`config.mk`:
```
export PLATFORM = sky130hd
export DESIGN_NAME = lbmc_sqrt
export DESIGN_NICKNAME = d
export VERILOG_FILES = /design/src/rtl/lbm_d2q9_cell_collision_macros.svh /design/src/rtl/lbmc_pkg.sv /design/src/rtl/lbmc_sqrt.sv
export SDC_FILE = /design/constraint.sdc
export NUM_CORES = 2
export LEC_CHECK = 0
export BUFFER_PORTS_ARGS = -buffer_cell sky130_fd_sc_hd__buf_2
export CAP_MARGIN = 20
export CORE_AREA = 3 3 397 399
export CTS_CLUSTER_SIZE = 30
export DETAILED_ROUTE_END_ITERATION = 8
export DIE_AREA = 0 0 400 402
export GPL_ROUTABILITY_DRIVEN = 0
export GPL_TIMING_DRIVEN = 1
export PLACE_DENSITY = 0.76
export SLEW_MARGIN = 20
export SYNTH_ARGS = -nofsm -noshare
export SYNTH_HDL_FRONTEND = slang
export SYNTH_MEMORY_MAX_BITS = 65536
export SYNTH_SLANG_ARGS = --single-unit
```
`constraint.sdc`:
```
create_clock -name i_clk -period 7.87 [get_ports i_clk]
set_clock_uncertainty 0.15 [all_clocks]
set_input_delay 2.361 -clock i_clk [delete_from_list [all_inputs] [get_ports i_clk]]
set_output_delay 2.361 -clock i_clk [all_outputs]
set_load 0.005 [all_outputs]
```
`src/rtl/lbm_d2q9_cell_collision_macros.svh`:
```
// Assertion macros shared by the collision RTL.
`ifndef LBM_D2Q9_CELL_COLLISION_MACROS_SVH
`define LBM_D2Q9_CELL_COLLISION_MACROS_SVH

// Generic clocked assertion, disabled during active-low reset.
`define LBMC_ASSERT(lbl, clk, rstn, prop, msg) \
    lbl: assert property (@(posedge clk) disable iff (!rstn) prop) else $error(msg);

// Assertion on the block clock and reset.
`define LBMC_CHECK(lbl, prop, msg) \
    `LBMC_ASSERT(lbl, i_clk, i_rst_n, prop, msg)

`endif

```
`src/rtl/lbmc_pkg.sv`:
```
// Types, constants and fixed-point helpers of the D2Q9 collision pipeline.
package lbmc_pkg;

    localparam int FRAC      = 28;
    localparam int MOM_BITS  = 35;   // momentum sum of six words
    localparam int RHO_BITS  = 36;   // density sum of nine words
    localparam int GRP_BITS  = 34;   // sum of three words
    localparam int QBITS     = 33;   // quotient bits kept before saturation
    localparam int RBITS     = 32;   // square root bits

    typedef logic signed [31:0] t_word;
    typedef t_word [8:0] t_dens;

    localparam logic signed [63:0] SAT_HI = 64'sd2147483647;
    localparam logic signed [63:0] SAT_LO = -64'sd2147483648;
    localparam t_word WORD_MAX = 32'sh7FFFFFFF;
    localparam t_word WORD_MIN = 32'sh80000000;

    localparam t_word ONE_Q  = 32'sd268435456;
    localparam t_word W0_Q   = 32'sd119304647;
    localparam t_word W1_Q   = 32'sd29826162;
    localparam t_word W2_Q   = 32'sd7456540;
    localparam t_word K45_Q  = 32'sd1207959552;
    localparam t_word K15_Q  = 32'sd402653184;
    localparam t_word TWO3_Q = 32'sd178956971;

    localparam logic [1:0] KIND_FLUID = 2'd0;
    localparam logic [1:0] KIND_OBST  = 2'd1;
    localparam logic [1:0] KIND_HALO  = 2'd2;

    localparam int          CFG_ADDR_BITS = 3;
    localparam logic        REG_RELAX     = 1'b0;
    localparam logic [29:0] RELAX_RESET   = 30'd268435456;

    // pipeline timing, in cycles
    localparam int DIV_LAT    = QBITS + 2;
    localparam int SQRT_LAT   = RBITS + 2;
    localparam int COLL_LAT   = 8;
    localparam int SQ_TAP     = 2;
    localparam int LAT_T0     = 2 + DIV_LAT;
    localparam int ALIGN      = SQ_TAP + SQRT_LAT - COLL_LAT;
    localparam int LAT_ALIGN  = LAT_T0 + SQ_TAP + SQRT_LAT;
    localparam int RESULT_EDGES = LAT_ALIGN + 2;

    typedef struct packed {
        logic signed [31:0] in_rest;
        logic signed [31:0] in_east;
        logic signed [31:0] in_north;
        logic signed [31:0] in_west;
        logic signed [31:0] in_south;
        logic signed [31:0] in_northeast;
        logic signed [31:0] in_northwest;
        logic signed [31:0] in_southwest;
        logic signed [31:0] in_southeast;
        logic [1:0]         cell_kind;
    } t_cell_in;

    typedef struct packed {
        logic signed [31:0] out_rest;
        logic signed [31:0] out_east;
        logic signed [31:0] out_north;
        logic signed [31:0] out_west;
        logic signed [31:0] out_south;
        logic signed [31:0] out_northeast;
        logic signed [31:0] out_northwest;
        logic signed [31:0] out_southwest;
        logic signed [31:0] out_southeast;
        logic [30:0]        cell_speed;
    } t_cell_out;

    function automatic t_word sat_w(input logic signed [63:0] x);
        t_word y;
        if (x > SAT_HI) y = WORD_MAX;
        else if (x < SAT_LO) y = WORD_MIN;
        else y = x[31:0];
        return y;
    endfunction

    // product scaled back by 2^28, floor, saturated
    function automatic t_word mulq_fin(input logic signed [63:0] p);
        return sat_w(p >>> FRAC);
    endfunction

    function automatic t_dens cell_dens(input t_cell_in c);
        t_dens d;
        d[0] = c.in_rest;      d[1] = c.in_east;      d[2] = c.in_north;
        d[3] = c.in_west;      d[4] = c.in_south;     d[5] = c.in_northeast;
        d[6] = c.in_northwest; d[7] = c.in_southwest; d[8] = c.in_southeast;
        return d;
    endfunction

    function automatic t_cell_out make_out(input t_dens d, input logic [30:0] spd);
        t_cell_out o;
        o.out_rest      = d[0]; o.out_east      = d[1]; o.out_north     = d[2];
        o.out_west      = d[3]; o.out_south     = d[4]; o.out_northeast = d[5];
        o.out_northwest = d[6]; o.out_southwest = d[7]; o.out_southeast = d[8];
        o.cell_speed    = spd;
        return o;
    endfunction

    function automatic int opp_dir(input int i);
        int r;
        unique case (i)
            1: r = 3;
            2: r = 4;
            3: r = 1;
            4: r = 2;
            5: r = 7;
            6: r = 8;
            7: r = 5;
            8: r = 6;
            default: r = 0;
        endcase
        return r;
    endfunction

    // velocity term of a direction: 0 ux, 1 uy, 2 ux+uy, 3 ux-uy
    function automatic int eq_vel(input int i);
        int r;
        unique case (i)
            1, 3: r = 0;
            2, 4: r = 1;
            5, 7: r = 2;
            default: r = 3;
        endcase
        return r;
    endfunction

    function automatic logic eq_plus(input int i);
        return (i == 1) || (i == 2) || (i == 5) || (i == 8);
    endfunction

endpackage

```
`src/rtl/lbmc_sqrt.sv`:
```
// Pipelined integer square root of the squared speed, saturated to 31 bits.
module lbmc_sqrt (
    input  logic        i_clk,
    input  logic [63:0] i_sq,
    output logic [30:0] o_root
);
    localparam int RB = lbmc_pkg::RBITS;
    localparam int MB = RB + 2;

    logic [63:0]   r_v    [0:RB];
    logic [MB-1:0] r_rem  [0:RB];
    logic [RB-1:0] r_root [0:RB];
    logic [30:0]   r_out;

    always_ff @(posedge i_clk) begin
        r_v[0]    <= i_sq;
        r_rem[0]  <= '0;
        r_root[0] <= '0;
    end

    for (genvar j = 0; j < RB; j++) begin : g_step
        localparam int P = RB - 1 - j;
        logic [MB+1:0] w_trial;
        logic [MB+1:0] w_test;
        logic          w_ge;

        assign w_trial = {r_rem[j], r_v[j][2*P+1 -: 2]};
        assign w_test  = {2'b00, r_root[j], 2'b01};
        assign w_ge    = w_trial >= w_test;

        always_ff @(posedge i_clk) begin
            r_rem[j+1]  <= w_ge ? MB'(w_trial - w_test) : w_trial[MB-1:0];
            r_root[j+1] <= {r_root[j][RB-2:0], w_ge};
            r_v[j+1]    <= r_v[j];
        end
    end

    always_ff @(posedge i_clk) begin
        r_out <= r_root[RB][RB-1] ? 31'h7FFFFFFF : r_root[RB][30:0];
    end

    assign o_root = r_out;

endmodule

```
# After elaboration in Yosys (flattened, before gate mapping)
# Memories as Yosys holds them, arrays and structs flattened.
# Index checks and enable logic that the tools add are counted.
# totals
ff_bits	31
latchBits	0
ramBits	4290
rom_bits	0
out_inout_bits	31
word_cells	100
memories	3
# classes
addsub	32
n_mul	0
n_div	0
magnitude_cmp	32
eq_ne	0
shift	0
muxes	32
bitwise	0
n_reduce_logical	0
# mem_list
memory	depth	width	rd	rd_clocked_by_memory_dff	wr	line	source
r_v	33	64	32	0	33	lbmc_sqrt.sv:10	logic [63:0] r_v [0:RB];
r_rem	33	34	32	0	33	lbmc_sqrt.sv:11	logic [MB-1:0] r_rem [0:RB];
r_root	33	32	33	0	33	lbmc_sqrt.sv:12	logic [RB-1:0] r_root [0:RB];
# ops
op	n
>= comparator 36 x 34 -> 1 bit	32
2-to-1 mux 34 bit	32
subtractor 34 bit	32

# Logic depth before layout (Yosys ltp)
# An unclocked memory read counts as a cell.
# logic_depth
ltp_word	3
ltp_mapped	16

# Worst setup path before layout
# OpenSTA, ideal clock, no wires.
# synth_path
kind	flip-flop to flip-flop
startpoint	mem r_root[0][868] (netlist name)
endpoint	mem r_rem[0][985] (netlist name)
setup_ns	0.134
t_arrival_ns	3.305
t_required_ns	7.586
slack_ns	4.282
stages_incl_launch_ff	14
n_path_buf	0
path_cell_list	dfxtp_1 > inv_1 > ha_1 > a21oi_1 > o21bai_1 > a2111oi_0 > a21oi_1 > a221o_1 > a41o_1 > o41ai_4 > o31ai_1 > a2111o_1 > nor4_1 > xor2_1
# synth_lines
item	line
from (decl)	lbmc_sqrt.sv:12
to (decl)	lbmc_sqrt.sv:11

==> impl_metrics.py <==
metrics = {
    "min_path": {
        "holdPathEnd": "r_v[0][212]",
        "hold_path.startpoint": "r_v[0][148]",
        "hp-class": "flip-flop to flip-flop",
        "hold_depth": 0,
    },
    "clock_tree": {
        "cts_sinks": 2618,
        "cts_buffers": 240,
        "insertion_delay_ns": 0.85,
        "htreeDepth": 4,
        "cts.path.max_buffers": 3,
        "clk_pin_slew_ns": 0.06,
        "cts_tree": "yes",
        "holdBufCountCts": 0,
        "cts_resized": 0,
        "cts-root-buf": "clkbuf_16",
        "post-cts-setup-buffers": 0,
    },
    "floorplan": {
        "die_w_um": 400,
        "io_pins": 96,
        "rows": 144,
        "dieArea_mm2": 0.161,
        "dieHeight_um": 402,
        "design.core.area_mm2": 0.154,
        "start_util_pct": 60.1,
    },
    "global_routing": {
        "antenna_found_initial": 1,
        "grt_pass1_vias": 61700,
        "grt_max_degree": 59,
        "grt_pass1_wl_um": 295000,
        "grt_overflow_total": 0,
        "grt_usage_pct": 22.0,
    },
    "worst_setup_path": {
        "r2r_end": "r_rem[0][744]",
        "worst_setup_path_start_kind": "flip-flop",
        "crit_path_end_kind": "flip-flop",
        "crit_type": "flip-flop to flip-flop",
        "reg2reg_depth": 14,
        "cp_max_fo": 40,
        "r2r_start": "r_root[0][640]",
        "arrival_ns": 5.13,
        "r2r_slack_ns": 3.28,
        "worstPathRequired_ns": 8.41,
    },
    "synthesis": {
        "synth_cells": 8951,
        "synth-edff-count": 0,
        "async_reset_ff_share_pct": 0,
        "ys_dominant_reg_cell": "dfxtp_1",
        "ys_seq_elements": 2618,
        "yosysWarnings": 0,
        "synth_cell_types": 86,
        "seq_area_frac_synth_pct": 56.6,
        "postSynthAreaPerCell_um2": 10.4,
        "synth_nets": 9578,
        "synth_top_area_share_pct": 56.6,
        "post-synth-top-area-cell": "dfxtp_1",
        "synth_area_leaders": "dfxtp_1, ha_1, xor2_1, xnor2_1, a21oi_1",
        "syn_area_mm2": 0.0927,
    },
    "sta": {
        "finalCriticalPeriod_ns": 4.59,
        "worst_slew_pin_slew_ns": 1.15,
        "rsz0062_at_grt": "false",
        "finalMaxSlewViolations": 0,
        "fmax_mhz": 218,
        "timing.final.crit_share_pct": 58.3,
        "hold_viol_final": 0,
        "relSlewSlack_pct": 22.5,
        "tns_ns": 0,
        "fin_ws_ns": 3.28,
        "finalSetupViolations": 0,
    },
    "pwr": {
        "ir_drop_uv": 321,
        "power_leakage_nw": 49.1,
        "p_per_area_mw_per_mm2": 328,
    },
    "final_layout": {
        "layout-drive-gt1-share_pct": 7.56,
        "fill_cells": 11600,
        "nets": 9774,
        "area_delta_synth_final_pct": 12.4,
        "antenna-diode-count": 0,
    },
    "detailed_routing": {
        "post-route-drc-count": 0,
        "vias": 61900,
        "wl_met1_um": 74700,
        "drt_iter0_drc": 4206,
        "wl_met2_um": 89300,
        "dr.pass1.iters": 6,
        "totalWireLength_um": 179000,
        "avgRoutedWirePerCell_um": 15.7,
        "ant_nets": 0,
        "wl_met3_um": 8570,
        "via_per_inst": 5.43,
        "topRoutingLayerUsed": "met5",
    },
    "placement": {
        "io_buffer_count": 95,
        "hpwlAfterDp_um": 131000,
        "post-place-ws_ns": 2.73,
    },
    "job": {
        "cap_violations": 0,
    },
    "outcome": {
        "status": "complete, no violations",
    },
}
-- cells in the final DEF, fill, tap and decap left out, drive strengths merged, types with 25 or more instances in the layout --
| cell | Yosys | routed |
|---|---|---|
| dfxtp | 2618 | 2618 |
| inv | 701 | 707 |
| nand2 | 607 | 607 |
| ha | 562 | 562 |
| nor2 | 550 | 550 |
| a21oi | 546 | 546 |
| o21ai | 468 | 468 |
| xor2 | 438 | 438 |
| xnor2 | 409 | 409 |
| clkbuf | 140 | 335 |
| a21o | 245 | 245 |
| nor3 | 204 | 204 |
| nand3 | 143 | 143 |
| nor4 | 115 | 115 |
| buf | 18 | 112 |
| or3 | 107 | 107 |
| nand2b | 104 | 104 |
| nand4 | 92 | 92 |
| o21a | 89 | 89 |
| nor2b | 82 | 82 |
| clkinv | 2 | 74 |
| or2 | 73 | 73 |
| mux2 | 56 | 56 |
| o21bai | 51 | 51 |
| o31ai | 50 | 50 |
| or4 | 45 | 45 |
| and3 | 42 | 42 |
| a31oi | 36 | 36 |
| bufinv | 0 | 30 |
| nand3b | 30 | 30 |
| a211oi | 25 | 25 |
-- how the worst max path moves through the flow --
stage,from,to,depth (start not counted)
final,r_root[0][640],r_rem[0][744],14
after global placement,r_root[0][960],r_rem[0][1083],15
after CTS,r_root[0][962],r_rem[0][1073],14
after global routing,r_root[0][962],r_rem[0][1057],14
after detailed placement,r_root[0][962],r_rem[0][1055],14
after floorplan,r_root[0][868],r_rem[0][985],13
-- final cells by class --
class	count	area (um^2)	share of cell area [%]
inverters	703	2640	2.53
repair buffers	112	616	0.591
clock inverters	124	1790	1.72
clock buffers	335	7020	6.75
multi-input cells	5472	37100	35.6
well taps	2044	2560	2.46
flip-flops and latches	2618	52400	50.3
-- cell families after synthesis --
kind of cell,Yosys count,share of synthesized area [%]
AOI/OAI and AO/OA,1722,11.5
xor gates and xnor gates,847,8.01
adders and majority gates,562,7.59
buffers and inverters,861,3.51
DFF,2618,56.6
muxes,70,0.832
other,1,0.00405
and+or+nand+nor,2270,12.0
-- per-layer routing --
layer / up-vias / track usage, %
li1: 30800 / -
met1: 29000 / 26.3
met2: 1592 / 39.4
met3: 500 / 3.61
met4: 2 / 8.32
met5: - / 0
-- state kept, by name, summed over array words and instances (netlist names) --
signal and flops:
r_v 1056, o_root 31, r_rem 1003, r_root 528
-- Yosys cell counts (all sizes together) (143+ instances only) --
cell	n
nand3	143
ha	562
a21o	245
nor3	204
nand2	607
xnor2	409
o21ai	468
inv	701
xor2	438
dfxtp	2618
a21oi	546
nor2	550
-- metrics by stage --
stage,instances,total power [mW],hold slack [ns],utilization (%),area [um^2]
global route,11400,35.8,0.134,67.5,104000
CTS,11400,34.4,0.131,67.5,104000
finish,11400,34.1,0.134,67.5,104000
floorplan,8951,20.5,0.160,-,92700
global placement,10900,21.8,0.159,61.8,95300
detailed placement,10900,22.0,0.162,61.8,95300
-- worst max-delay path: stages, from the launching register on --
cell      delay [ns]
dfxtp_1         0.32
inv_1           0.04
ha_1            0.32
nor2b_1         0.15
o21ai_0         0.26
a21oi_1         0.17
o41ai_1         0.61
a21oi_1         0.21
or4b_2          0.67
nand2_2         0.54
clkinv_1        0.43
nand2_1         0.18
a211o_1         0.16
nor4_1          0.07
xor2_1          0.15
-- power breakdown --
| part | switching (mW) | leakage, nW | total, mW | internal (mW) |
|---|---|---|---|---|
| combinational | 2.72 | 22.8 | 4.94 | 2.21 |
| sequential | 1.55 | 21.9 | 16.9 | 15.3 |
| clock | 5.00 | 4.30 | 12.3 | 7.28 |
No activity file was read; power rests on OpenSTA's default activity.
